`src/rtl/tshc_pkg.sv`:
```
// shared types and constants of the turn signal and headlight controller
`timescale 1ns / 1ps
`default_nettype none

package tshc_pkg;

  // counter widths
  localparam int StableCountWidth = 8;
  localparam int FlashCountWidth  = 16;

  // register widths
  localparam int DebounceTimeWidth  = 8;
  localparam int BlinkIntervalWidth = 16;
  localparam int CfgDataWidth =
    (DebounceTimeWidth > BlinkIntervalWidth) ? DebounceTimeWidth : BlinkIntervalWidth;
  localparam int CfgIndexWidth = 1;

  // compare widths, wide enough for both operands
  localparam int DbCmpWidth =
    (StableCountWidth > DebounceTimeWidth) ? StableCountWidth : DebounceTimeWidth;
  localparam int FlashCmpWidth =
    (FlashCountWidth > BlinkIntervalWidth) ? FlashCountWidth : BlinkIntervalWidth;

  // register reset values
  localparam logic [DebounceTimeWidth-1:0]  DebounceTimeReset  = DebounceTimeWidth'(50);
  localparam logic [BlinkIntervalWidth-1:0] BlinkIntervalReset = BlinkIntervalWidth'(500);

  // register indexes
  localparam logic [CfgIndexWidth-1:0] RegDebounceTime  = CfgIndexWidth'(0);
  localparam logic [CfgIndexWidth-1:0] RegBlinkInterval = CfgIndexWidth'(1);

  typedef struct packed {
    logic high_switch_n;
    logic low_switch_n;
    logic left_button_n;
    logic right_button_n;
  } in_item_t;

  typedef struct packed {
    logic high_relay;
    logic low_relay;
    logic left_relay;
    logic right_relay;
    logic left_enabled;
    logic right_enabled;
    logic high_requested;
    logic low_requested;
  } out_item_t;

endpackage

`default_nettype wire

```
`src/rtl/tshc_if.sv`:
```
// valid/ready channel interfaces for input ticks and result items
`timescale 1ns / 1ps
`default_nettype none

interface tshc_in_if;
  logic               valid;
  logic               ready;
  tshc_pkg::in_item_t data;

  modport source (output valid, output data, input ready);
  modport sink (input valid, input data, output ready);
endinterface

interface tshc_out_if;
  logic                valid;
  logic                ready;
  tshc_pkg::out_item_t data;

  modport source (output valid, output data, input ready);
  modport sink (input valid, input data, output ready);
endinterface

`default_nettype wire

```
`src/rtl/tshc_debounce.sv`:
```
// turn button debouncer with saturating stable counter and press edge detect
`timescale 1ns / 1ps
`default_nettype none

module tshc_debounce (
  input  wire logic                                      clk,
  input  wire logic                                      rst_n,
  input  wire logic                                      step,
  input  wire logic                                      level_n,
  input  wire logic [tshc_pkg::DebounceTimeWidth-1:0]    debounce_time,
  output logic                                           press_edge
);

  logic                                    last_level_r, last_level_nxt;
  logic [tshc_pkg::StableCountWidth-1:0]   count_r, count_nxt;
  logic                                    was_pressed_r, was_pressed_nxt;
  logic                                    now_pressed;
  logic                                    held;

  always_comb begin
    now_pressed = ~level_n;
    if (now_pressed != last_level_r) begin
      count_nxt = '0;
    end else if (count_r != '1) begin
      count_nxt = count_r + 1'b1;
    end else begin
      count_nxt = count_r;
    end
    held = now_pressed &&
           (tshc_pkg::DbCmpWidth'(count_nxt) > tshc_pkg::DbCmpWidth'(debounce_time));
    press_edge      = held && !was_pressed_r;
    last_level_nxt  = now_pressed;
    was_pressed_nxt = held;
  end

  always_ff @(posedge clk) begin
    if (!rst_n) begin
      last_level_r  <= 1'b0;
      count_r       <= '0;
      was_pressed_r <= 1'b0;
    end else if (step) begin
      last_level_r  <= last_level_nxt;
      count_r       <= count_nxt;
      was_pressed_r <= was_pressed_nxt;
    end
  end

endmodule

`default_nettype wire

```
`src/rtl/turn_signal_and_headlight_controller.sv`:
```
// top level: headlight relays, debounced turn toggles and shared flash timer
// path: a tick passes the input register, then the result register, before its result is valid
// throughput: one tick per cycle while out_ch.ready is high; a new tick is taken while
//   the result register drains
// stalls: ready drops only when the input and result registers are both full and out_ch.ready is low
// reset: rst_n synchronous active low; counters, flags and phase clear, registers
//   return to debounce_time 50 and blink_interval 500
`timescale 1ns / 1ps
`default_nettype none

module turn_signal_and_headlight_controller (
  input  wire logic                                   clk,
  input  wire logic                                   rst_n,
  tshc_in_if.sink                                     in_ch,
  tshc_out_if.source                                  out_ch,
  input  wire logic                                   cfg_we,
  input  wire logic [tshc_pkg::CfgIndexWidth-1:0]     cfg_index,
  input  wire logic [tshc_pkg::CfgDataWidth-1:0]      cfg_wdata
);

  // configuration registers
  logic [tshc_pkg::DebounceTimeWidth-1:0]  debounce_time_r;
  logic [tshc_pkg::BlinkIntervalWidth-1:0] blink_interval_r;

  // input register
  logic               in_valid_r;
  tshc_pkg::in_item_t in_data_r;

  // result register
  logic                out_valid_r;
  tshc_pkg::out_item_t out_data_r, out_data_nxt;

  // blinker and flash state
  logic                                   left_active_r, left_active_nxt;
  logic                                   right_active_r, right_active_nxt;
  logic                                   flash_phase_r, flash_phase_nxt;
  logic [tshc_pkg::FlashCountWidth-1:0]   flash_elapsed_r, flash_elapsed_nxt;

  logic advance;    // the held tick moves into the result register
  logic left_edge;
  logic right_edge;
  logic restart;
  logic high_req;
  logic low_req;

  // the held tick is worked on as it leaves the input register
  assign advance      = in_valid_r && (!out_valid_r || out_ch.ready);
  assign in_ch.ready  = !in_valid_r || advance;
  assign out_ch.valid = out_valid_r;
  assign out_ch.data  = out_data_r;

  // register writes, unknown indexes ignored
  always_ff @(posedge clk) begin
    if (!rst_n) begin
      debounce_time_r  <= tshc_pkg::DebounceTimeReset;
      blink_interval_r <= tshc_pkg::BlinkIntervalReset;
    end else if (cfg_we) begin
      unique case (cfg_index)
        tshc_pkg::RegDebounceTime:
          debounce_time_r <= cfg_wdata[tshc_pkg::DebounceTimeWidth-1:0];
        tshc_pkg::RegBlinkInterval:
          blink_interval_r <= cfg_wdata[tshc_pkg::BlinkIntervalWidth-1:0];
        default: ;
      endcase
    end
  end

  // one debouncer per turn button, stepped once per tick
  tshc_debounce u_left_db (
    .clk           (clk),
    .rst_n         (rst_n),
    .step          (advance),
    .level_n       (in_data_r.left_button_n),
    .debounce_time (debounce_time_r),
    .press_edge    (left_edge)
  );

  tshc_debounce u_right_db (
    .clk           (clk),
    .rst_n         (rst_n),
    .step          (advance),
    .level_n       (in_data_r.right_button_n),
    .debounce_time (debounce_time_r),
    .press_edge    (right_edge)
  );

  always_comb begin
    high_req = ~in_data_r.high_switch_n;
    low_req  = ~in_data_r.low_switch_n;

    // edges toggle their side, any edge restarts the shared phase
    left_active_nxt  = left_active_r ^ left_edge;
    right_active_nxt = right_active_r ^ right_edge;
    restart          = left_edge || right_edge;

    // saturating flash timer
    if (flash_elapsed_r != '1) begin
      flash_elapsed_nxt = flash_elapsed_r + 1'b1;
    end else begin
      flash_elapsed_nxt = flash_elapsed_r;
    end
    flash_phase_nxt = flash_phase_r;
    if (restart) begin
      flash_elapsed_nxt = '0;
      flash_phase_nxt   = 1'b0;
    end

    // interval reached: toggle phase; on a restart tick only when blink_interval is zero
    if (tshc_pkg::FlashCmpWidth'(flash_elapsed_nxt) >=
        tshc_pkg::FlashCmpWidth'(blink_interval_r)) begin
      flash_elapsed_nxt = '0;
      flash_phase_nxt   = ~flash_phase_nxt;
    end

    // high beam wins over low beam
    out_data_nxt.high_relay     = high_req;
    out_data_nxt.low_relay      = !high_req && low_req;
    out_data_nxt.left_relay     = left_active_nxt && flash_phase_nxt;
    out_data_nxt.right_relay    = right_active_nxt && flash_phase_nxt;
    out_data_nxt.left_enabled   = left_active_nxt;
    out_data_nxt.right_enabled  = right_active_nxt;
    out_data_nxt.high_requested = high_req;
    out_data_nxt.low_requested  = low_req;
  end

  // input register
  always_ff @(posedge clk) begin
    if (!rst_n) begin
      in_valid_r <= 1'b0;
    end else begin
      if (in_ch.valid && in_ch.ready) begin
        in_valid_r <= 1'b1;
      end else if (advance) begin
        in_valid_r <= 1'b0;
      end
    end
    if (in_ch.valid && in_ch.ready) begin
      in_data_r <= in_ch.data;
    end
  end

  // state and result register
  always_ff @(posedge clk) begin
    if (!rst_n) begin
      out_valid_r     <= 1'b0;
      left_active_r   <= 1'b0;
      right_active_r  <= 1'b0;
      flash_phase_r   <= 1'b0;
      flash_elapsed_r <= '0;
    end else begin
      if (advance) begin
        out_valid_r     <= 1'b1;
        left_active_r   <= left_active_nxt;
        right_active_r  <= right_active_nxt;
        flash_phase_r   <= flash_phase_nxt;
        flash_elapsed_r <= flash_elapsed_nxt;
      end else if (out_ch.ready) begin
        out_valid_r <= 1'b0;
      end
    end
    if (advance) begin
      out_data_r <= out_data_nxt;
    end
  end

endmodule

`default_nettype wire
```
`src/flat_wrapper.sv`:
```
// flat-port wrapper written by rule: the top's interface ports become plain ports
module turn_signal_and_headlight_controller_flat 
  (clk, rst_n, cfg_we, cfg_index, cfg_wdata, in_ch_valid, in_ch_data, in_ch_ready, out_ch_valid, out_ch_data, out_ch_ready);
  tshc_in_if in_ch_i ();
  tshc_out_if out_ch_i ();
  input  wire logic clk;
  input  wire logic rst_n;
  input  wire logic cfg_we;
  input  wire logic [tshc_pkg::CfgIndexWidth-1:0] cfg_index;
  input  wire logic [tshc_pkg::CfgDataWidth-1:0] cfg_wdata;
  input wire logic [$bits(in_ch_i.valid)-1:0] in_ch_valid;
  input wire logic [$bits(in_ch_i.data)-1:0] in_ch_data;
  output wire logic [$bits(in_ch_i.ready)-1:0] in_ch_ready;
  output wire logic [$bits(out_ch_i.valid)-1:0] out_ch_valid;
  output wire logic [$bits(out_ch_i.data)-1:0] out_ch_data;
  input wire logic [$bits(out_ch_i.ready)-1:0] out_ch_ready;
  assign in_ch_i.valid = in_ch_valid;
  assign in_ch_i.data = in_ch_data;
  assign in_ch_ready = in_ch_i.ready;
  assign out_ch_valid = out_ch_i.valid;
  assign out_ch_data = out_ch_i.data;
  assign out_ch_i.ready = out_ch_ready;
  turn_signal_and_headlight_controller u_core (.clk(clk), .rst_n(rst_n), .in_ch(in_ch_i), .out_ch(out_ch_i), .cfg_we(cfg_we), .cfg_index(cfg_index), .cfg_wdata(cfg_wdata));
endmodule
```
`config.mk`:
```
export PLATFORM = sky130hd
export DESIGN_NAME = turn_signal_and_headlight_controller_flat
export DESIGN_NICKNAME = d
export VERILOG_FILES = /design/src/rtl/tshc_pkg.sv /design/src/rtl/tshc_if.sv /design/src/rtl/tshc_debounce.sv /design/src/rtl/turn_signal_and_headlight_controller.sv /design/src/flat_wrapper.sv
export SDC_FILE = /design/constraint.sdc
export NUM_CORES = 1
export LEC_CHECK = 0
export BUFFER_PORTS_ARGS = -buffer_cell sky130_fd_sc_hd__clkbuf_2
export CAP_MARGIN = 20
export CORE_ASPECT_RATIO = 1.25
export CORE_MARGIN = 2
export CORE_UTILIZATION = 45
export DETAILED_ROUTE_END_ITERATION = 16
export PLACE_DENSITY = 0.62
export SYNTH_ARGS = -nofsm -noshare
export SYNTH_HDL_FRONTEND = slang
export SYNTH_HIERARCHICAL = 1
export SYNTH_SLANG_ARGS = --single-unit
```
`constraint.sdc`:
```
create_clock -name clk -period 6.9 [get_ports clk]
set_clock_uncertainty 0.15 [all_clocks]
set_input_delay 0.69 -clock clk [delete_from_list [all_inputs] [get_ports clk]]
set_output_delay 0.69 -clock clk [all_outputs]
set_load 0.1 [all_outputs]
```
Yosys cells after proc, flatten, opt, wreduce, memory -nomap -nowiden
Cells that the tools add are included.
{"block": "word_totals", "regBits": 76, "inputBits": 26, "out_inout_bits": 10}
{"block": "op_classes", "n_addsub": 3, "n_lt_le_gt_ge": 3, "bitwise_logic": 8, "muxes": 13, "n_eq_ne": 5, "reduce_logical": 20}
{"operator": "two-way mux 16 bit", "count": 3}
{"operator": "two-way mux 8 bit", "count": 4}
{"operator": "adder 16 x 1 -> 16 bit, second input constant", "count": 1}
{"operator": "adder 8 x 1 -> 8 bit, second input constant", "count": 2}
{"operator": ">= comparator 16 bit", "count": 1}
{"operator": "greater-than comparator 8 bit", "count": 2}
{"operator": "inequality test 16 bit, second input constant", "count": 1}
{"operator": "inequality test 8 bit, second input constant", "count": 2}
{"operator": "logical AND 1 bit", "count": 9}
{"operator": "two-way mux 1 bit", "count": 6}
{"operator": "inverter 1 bit", "count": 6}
{"operator": "logical NOT 1 bit", "count": 4}
{"operator": "AND reduction 2 bit", "count": 2}
{"operator": "nonzero test 2 bit", "count": 2}
{"operator": "logical OR 1 bit", "count": 3}
{"operator": "inequality test 1 bit", "count": 2}
{"operator": "XOR 1 bit", "count": 2}

Longest topological paths before layout
{"block": "depth", "word_depth": 11, "ltp_mapped": 22, "mapped_depth_nobuf": 20}

Cells and area by module
The synthesis kept the hierarchy.
{"mod": "turn_signal_and_headlight_controller", "area_each_um2": 2839.0, "seq_area_each_um2": 1231.2, "instances": 1, "cells_per_inst": 317}
{"mod": "tshc_debounce", "area_each_um2": 842.1, "seq_area_each_um2": 200.2, "instances": 2, "cells_per_inst": 109}

Worst setup path before layout
No wires, ideal clock.
{"block": "synth_timing", "path_type": "reg2reg", "startpoint": "reg u_core/u_right_db/count_r[0] (netlist bit)", "endpoint": "reg u_core/flash_elapsed_r[10] (netlist bit)", "setup_ns": 0.074, "path_stages_with_launch": 21, "setup_slack_ns": 2.096, "arrival_time_ns": 4.580, "synth_period_minus_slack_ns": 4.804, "required_ns": 6.676, "path_buffers": 2, "path_cell_list": "dfxtp_1 ha_1 nand3_1 o21ai_1 xor2_1 nor2_1 ha_1 and4_1 a2111o_1 a21oi_1 or2_1 dlygate4sd1_1 buf_6 a21oi_1 ha_1 a21oi_1 o21ai_0 a2111oi_0 o21ai_1 or4_1 o21ai_0"}
{"block": "synth_via", "elab_chain_cells": 10}
{"item": "from (decl)", "line_no": "tshc_debounce.sv:15", "source": "logic [tshc_pkg::StableCountWidth-1:0] count_r, count_nxt;"}
{"item": "from (signal assigned)", "line_no": "tshc_debounce.sv:43", "source": "count_r <= count_nxt;"}
{"item": "adder 8 x 1 -> 8 bit / inequality test 8 bit (equally long branches)", "line_no": "tshc_debounce.sv:25, tshc_debounce.sv:24"}
{"item": "two-way mux 8 bit *", "line_no": "tshc_debounce.sv:24", "source": "end else if (count_r != '1) begin"}
{"item": "two-way mux 8 bit *", "line_no": "tshc_debounce.sv:22", "source": "if (now_pressed != last_level_r) begin"}
{"item": "named net u_core.u_right_db.count_nxt (one bit)", "line_no": "tshc_debounce.sv:15"}
{"item": "greater-than comparator 8 bit *", "line_no": "tshc_debounce.sv:30", "source": "(tshc_pkg::DbCmpWidth'(count_nxt) > tshc_pkg::DbCmpWidth'(debounce_time));"}
{"item": "logical AND 1 bit *", "line_no": "tshc_debounce.sv:29", "source": "held = now_pressed &&"}
{"item": "logical AND 1 bit *", "line_no": "tshc_debounce.sv:31", "source": "press_edge = held && !was_pressed_r;"}
{"item": "named net u_core.right_edge", "line_no": "turn_signal_and_headlight_controller.sv:41", "source": "logic right_edge;"}
{"item": "logical OR 1 bit *", "line_no": "turn_signal_and_headlight_controller.sv:94", "source": "restart = left_edge || right_edge;"}
{"item": "two-way mux 16 bit *", "line_no": "turn_signal_and_headlight_controller.sv:103", "source": "if (restart) begin"}
{"item": ">= comparator 16 bit", "line_no": "turn_signal_and_headlight_controller.sv:109", "source": "if (tshc_pkg::FlashCmpWidth'(flash_elapsed_nxt) >="}
{"item": "two-way mux 16 bit *", "line_no": "turn_signal_and_headlight_controller.sv:109"}
{"item": "to (signal assigned)", "line_no": "turn_signal_and_headlight_controller.sv:156", "source": "flash_elapsed_r <= flash_elapsed_nxt;"}
{"item": "to (decl)", "line_no": "turn_signal_and_headlight_controller.sv:37", "source": "logic [tshc_pkg::FlashCountWidth-1:0] flash_elapsed_r, flash_elapsed_nxt;"}
Mark *: on every way through the listed nets, which the timed path passes. The rest lies on a longest branch.
A chain may end at the register's enable or synchronous reset.

Worst setup path after layout
{"block": "layout_timing", "startpoint": "reg u_core/u_left_db/count_r[0] (netlist bit)", "endpoint": "reg u_core/flash_elapsed_r[10] (netlist bit)"}
{"block": "layout_via", "elab_chain_cells": 10}
{"item": "from (decl)", "line_no": "tshc_debounce.sv:15"}
{"item": "from (signal assigned)", "line_no": "tshc_debounce.sv:43"}
{"item": "adder 8 x 1 -> 8 bit / inequality test 8 bit (equally long branches)", "line_no": "tshc_debounce.sv:25, tshc_debounce.sv:24"}
{"item": "two-way mux 8 bit *", "line_no": "tshc_debounce.sv:24"}
{"item": "two-way mux 8 bit *", "line_no": "tshc_debounce.sv:22"}
{"item": "named net u_core.u_left_db.count_nxt (one bit)", "line_no": "tshc_debounce.sv:15"}
{"item": "greater-than comparator 8 bit *", "line_no": "tshc_debounce.sv:30"}
{"item": "logical AND 1 bit *", "line_no": "tshc_debounce.sv:29"}
{"item": "logical AND 1 bit *", "line_no": "tshc_debounce.sv:31"}
{"item": "named net u_core.left_edge", "line_no": "turn_signal_and_headlight_controller.sv:40", "source": "logic left_edge;"}
{"item": "logical OR 1 bit *", "line_no": "turn_signal_and_headlight_controller.sv:94"}
{"item": "two-way mux 16 bit *", "line_no": "turn_signal_and_headlight_controller.sv:103"}
{"item": ">= comparator 16 bit", "line_no": "turn_signal_and_headlight_controller.sv:109"}
{"item": "two-way mux 16 bit *", "line_no": "turn_signal_and_headlight_controller.sv:109"}
Marked as above.

==> out/qor.txt <==
Max stage delay cell, worst path -> a2111oi_0
status -> finished clean
Total GRT Usage -> 0.2145
CTS max path bufs -> 2
Initial DRC Count -> 142
Fmax achieved -> 180.0 MHz
# diodes -> 0
Rows -> 40
fin nets -> 625
share of the synthesized area in the top cell type -> 0.2877
hpwl dp -> 8091 um
Crit path buffers/inverters -> 0
Post-synth EDFFs -> 11
clk slew on worst S/H paths -> 0.06 ns
DIE WIDTH -> 93.67 um
Placer Congestion -> 0.9116
routed wire length -> 11070 um
maximum VDD drop -> 0.1297 mV
Num CTS Buffers -> 9
WS Path Type -> register to register
Post-Synthesis Cells -> 535
Final Hold Fails -> 0
most instantiated cells after synthesis -> nand2_1, dfxtp_1, inv_1
CP arrival -> 5.67 ns
clk_lat worst skew -> 0.34 ns
Main synth FF type -> dfxtp_1
setup_tns -> 0 ns
Synth Cell Area -> 4523 sq um
Initial DRT Pass Iterations -> 4
hold_buf cts -> 0
CTS tree -> built
register area share after synthesis -> 0.3607
Least-Margin Pin Slew -> 0.6365 ns
aggregate global routing overflow -> 0
relative slew slack -> 0.5741
CP required -> 7.02 ns
Filler Cells Inserted -> 938
Async SR Flop Fraction -> 0
number of port buffers -> 35
largest net degree at the start of global routing -> 45
H-tree depth -> 3
Setup Fix Bufs, Post-CTS -> 0
core area -> 9709 sq um
power per cell area -> 212.0 nW/um^2
Tcrit/Tclk final -> 0.8053
multi-input logic area -> 2620 sq um
Top-Level Pins -> 36
Via density -> 5.688
P_leak -> 0.002111 uW
wire per inst -> 15.93 um
FF+latch area -> 1632 sq um
Final setup viols -> 0
# DRC -> 0
Worst setup SP type -> register
layout cell share with drive strength beyond 1 -> 0.1265
clock sinks -> 76
Synth area leader -> dfxtp_1
Vias -> 3953
final count of pins violating max slew -> 0
cells along the critical path -> ha_1 > nand3_1 > o211ai_1 > xor2_1 > nor2_1 > ha_1 > nand4_1 > a2111o_1 > a21oi_1 > or2_1 > a21oi_1 > ha_1 > a21oi_1 > o21ai_0 > a2111oi_0 > o21a_1 > a31oi_1 > o21ai_0
vias in the first global route -> 3801
Synth area leaders -> dfxtp_1, ha_1, edfxtp_1
yosys synthesis warning count -> 6
syn nets -> 596
first-pass GRT wire length -> 18170 um
Tmin final -> 5.557 ns
Synth Area per Inst -> 8.454 sq um
flops & latches, synth -> 76
Die Y -> 116.1 um
clk root buf -> clkbuf_16
Die Area -> 10870 sq um
max-cap violations -> 0
critical path endpoint category -> register
Post-CTS Resized -> 0
RSZ-0062 raised after global routing -> false
most numerous cell in the Yosys netlist -> nand2_1
initial core utilization -> 0.4659
Area Growth Syn to Fin -> 12.31%
Yosys cell types -> 55
CP delay by family, top -> compound AO/OA/AOI/OAI gates
CP max FO -> 14
Antenna Nets Post-Route -> 0
initial antenna violation count -> 0
worst hold-check path type -> register to register
worst hold margin -> 0.3186 ns
crit-path max cell delay -> 0.55 ns
[worst paths after layout]
check,startpoint,endpoint,slack [ns],cells past startpoint
min reg2reg,u_core/blink_interval_r[12],u_core/blink_interval_r[12],0.32,2
max reg2reg,u_core/u_left_db/count_r[0],u_core/flash_elapsed_r[10],1.34,18
min,u_core/blink_interval_r[12],u_core/blink_interval_r[12],0.32,2
max,u_core/u_left_db/count_r[0],u_core/flash_elapsed_r[10],1.34,18
[area by class of cell]
| class | instances | share of cell area |
|---|---|---|
| timing repair buffer | 38 | 0.03966 |
| multi-input combinational | 398 | 0.5158 |
| clock buffer | 13 | 0.05345 |
| inverter | 41 | 0.03030 |
| tap | 126 | 0.03103 |
| clock inverter | 3 | 0.008621 |
| sequential | 76 | 0.3212 |
[cells in the final DEF (no fill, tap or decap), types with 4 or more instances in the layout]
cell       netlist  final
o21a_1           7      7
nand4_1          7      7
and4_1           8      8
o211ai_1        13     13
nor2b_1          7      7
o21ai_1          6      6
ha_1            35     35
inv_1           41     41
nand2_1         75     75
edfxtp_1        11     11
o21ai_0         18     18
nor2_1          35     35
xor2_1          11     11
xnor2_1          8      8
a22o_1          11     11
a211oi_1        13     13
a41oi_1          4      4
dfxtp_1         65     65
a31oi_1          8      8
and3_1           4      4
nand2b_1         4      4
a21boi_0        16     16
nor3_1           5      5
or4_1            4      4
clkbuf_16        0     10
nand3_1         18     18
a21oi_1         31     31
clkbuf_2         1     35
and2_1           5      5
[worst min-delay path, cell delays in order, from the launching register on]
cell      delay [ns]
dfxtp_1         0.31
nand2_1         0.05
a21boi_0        0.07
[through the flow]
| stage | total power [uW] | util | instance area (sq um) | instances | setup WS [ns] |
|---|---|---|---|---|---|
| floorplan | 558.4 | - | 4523 | 535 | 2.096 |
| global placement | 587.3 | 0.4896 | 4753 | 678 | 1.478 |
| detailed placement | 589.9 | 0.4896 | 4753 | 678 | 1.450 |
| CTS | 1087 | 0.5220 | 5069 | 694 | 1.359 |
| global route | 1125 | 0.5232 | 5080 | 695 | 0.8496 |
| finish | 1077 | 0.5232 | 5080 | 695 | 1.343 |
[power by group]
part           leakage [uW]  total (uW)  switching [uW]  internal (uW)
sequential         0.000636         475            11.1            464
combinational       0.00132         106            71.4           34.3
clock              0.000155         496             184            312
total               0.00211        1080             267            810
[cells by family (layout without fill, tap and decap cells)]
group | count (synthesis) | in the layout | share of synthesized area
multiplexers | 1 | 1 | 0.002213
AND/OR/NAND/NOR | 192 | 192 | 0.2100
adder cells (fa/ha/maj) | 35 | 35 | 0.09682
AO/OA/AOI/OAI | 149 | 149 | 0.2263
buffers and inverters | 61 | 95 | 0.06003
flip-flops | 76 | 76 | 0.3607
XOR/XNOR | 21 | 21 | 0.04398
[routing by layer]
layer | part of all wire | vias to the layer above | track usage
li1 | - | 2001 | -
met3 | 0.027 | 22 | 0.04194
met5 | 0 | - | 0
met4 | 0.031 | 0 | 0.09662
met1 | 0.42 | 1861 | 0.2445
met2 | 0.52 | 69 | 0.3880
[state kept, by name (all words and copies together) (netlist names)]
signal / count
u_core/u_right_db/last_level_r: 1
u_core/out_ch.data: 7
u_core/u_right_db/was_pressed_r: 1
u_core/out_ch.valid: 1
u_core/u_left_db/count_r: 8
u_core/debounce_time_r: 8
u_core/flash_phase_r: 1
u_core/u_left_db/last_level_r: 1
u_core/flash_elapsed_r: 16
u_core/right_active_r: 1
u_core/in_valid_r: 1
u_core/u_left_db/was_pressed_r: 1
u_core/u_right_db/count_r: 8
u_core/blink_interval_r: 16
u_core/left_active_r: 1
u_core/in_data_r: 4
(Power assumes the default switching activity.)
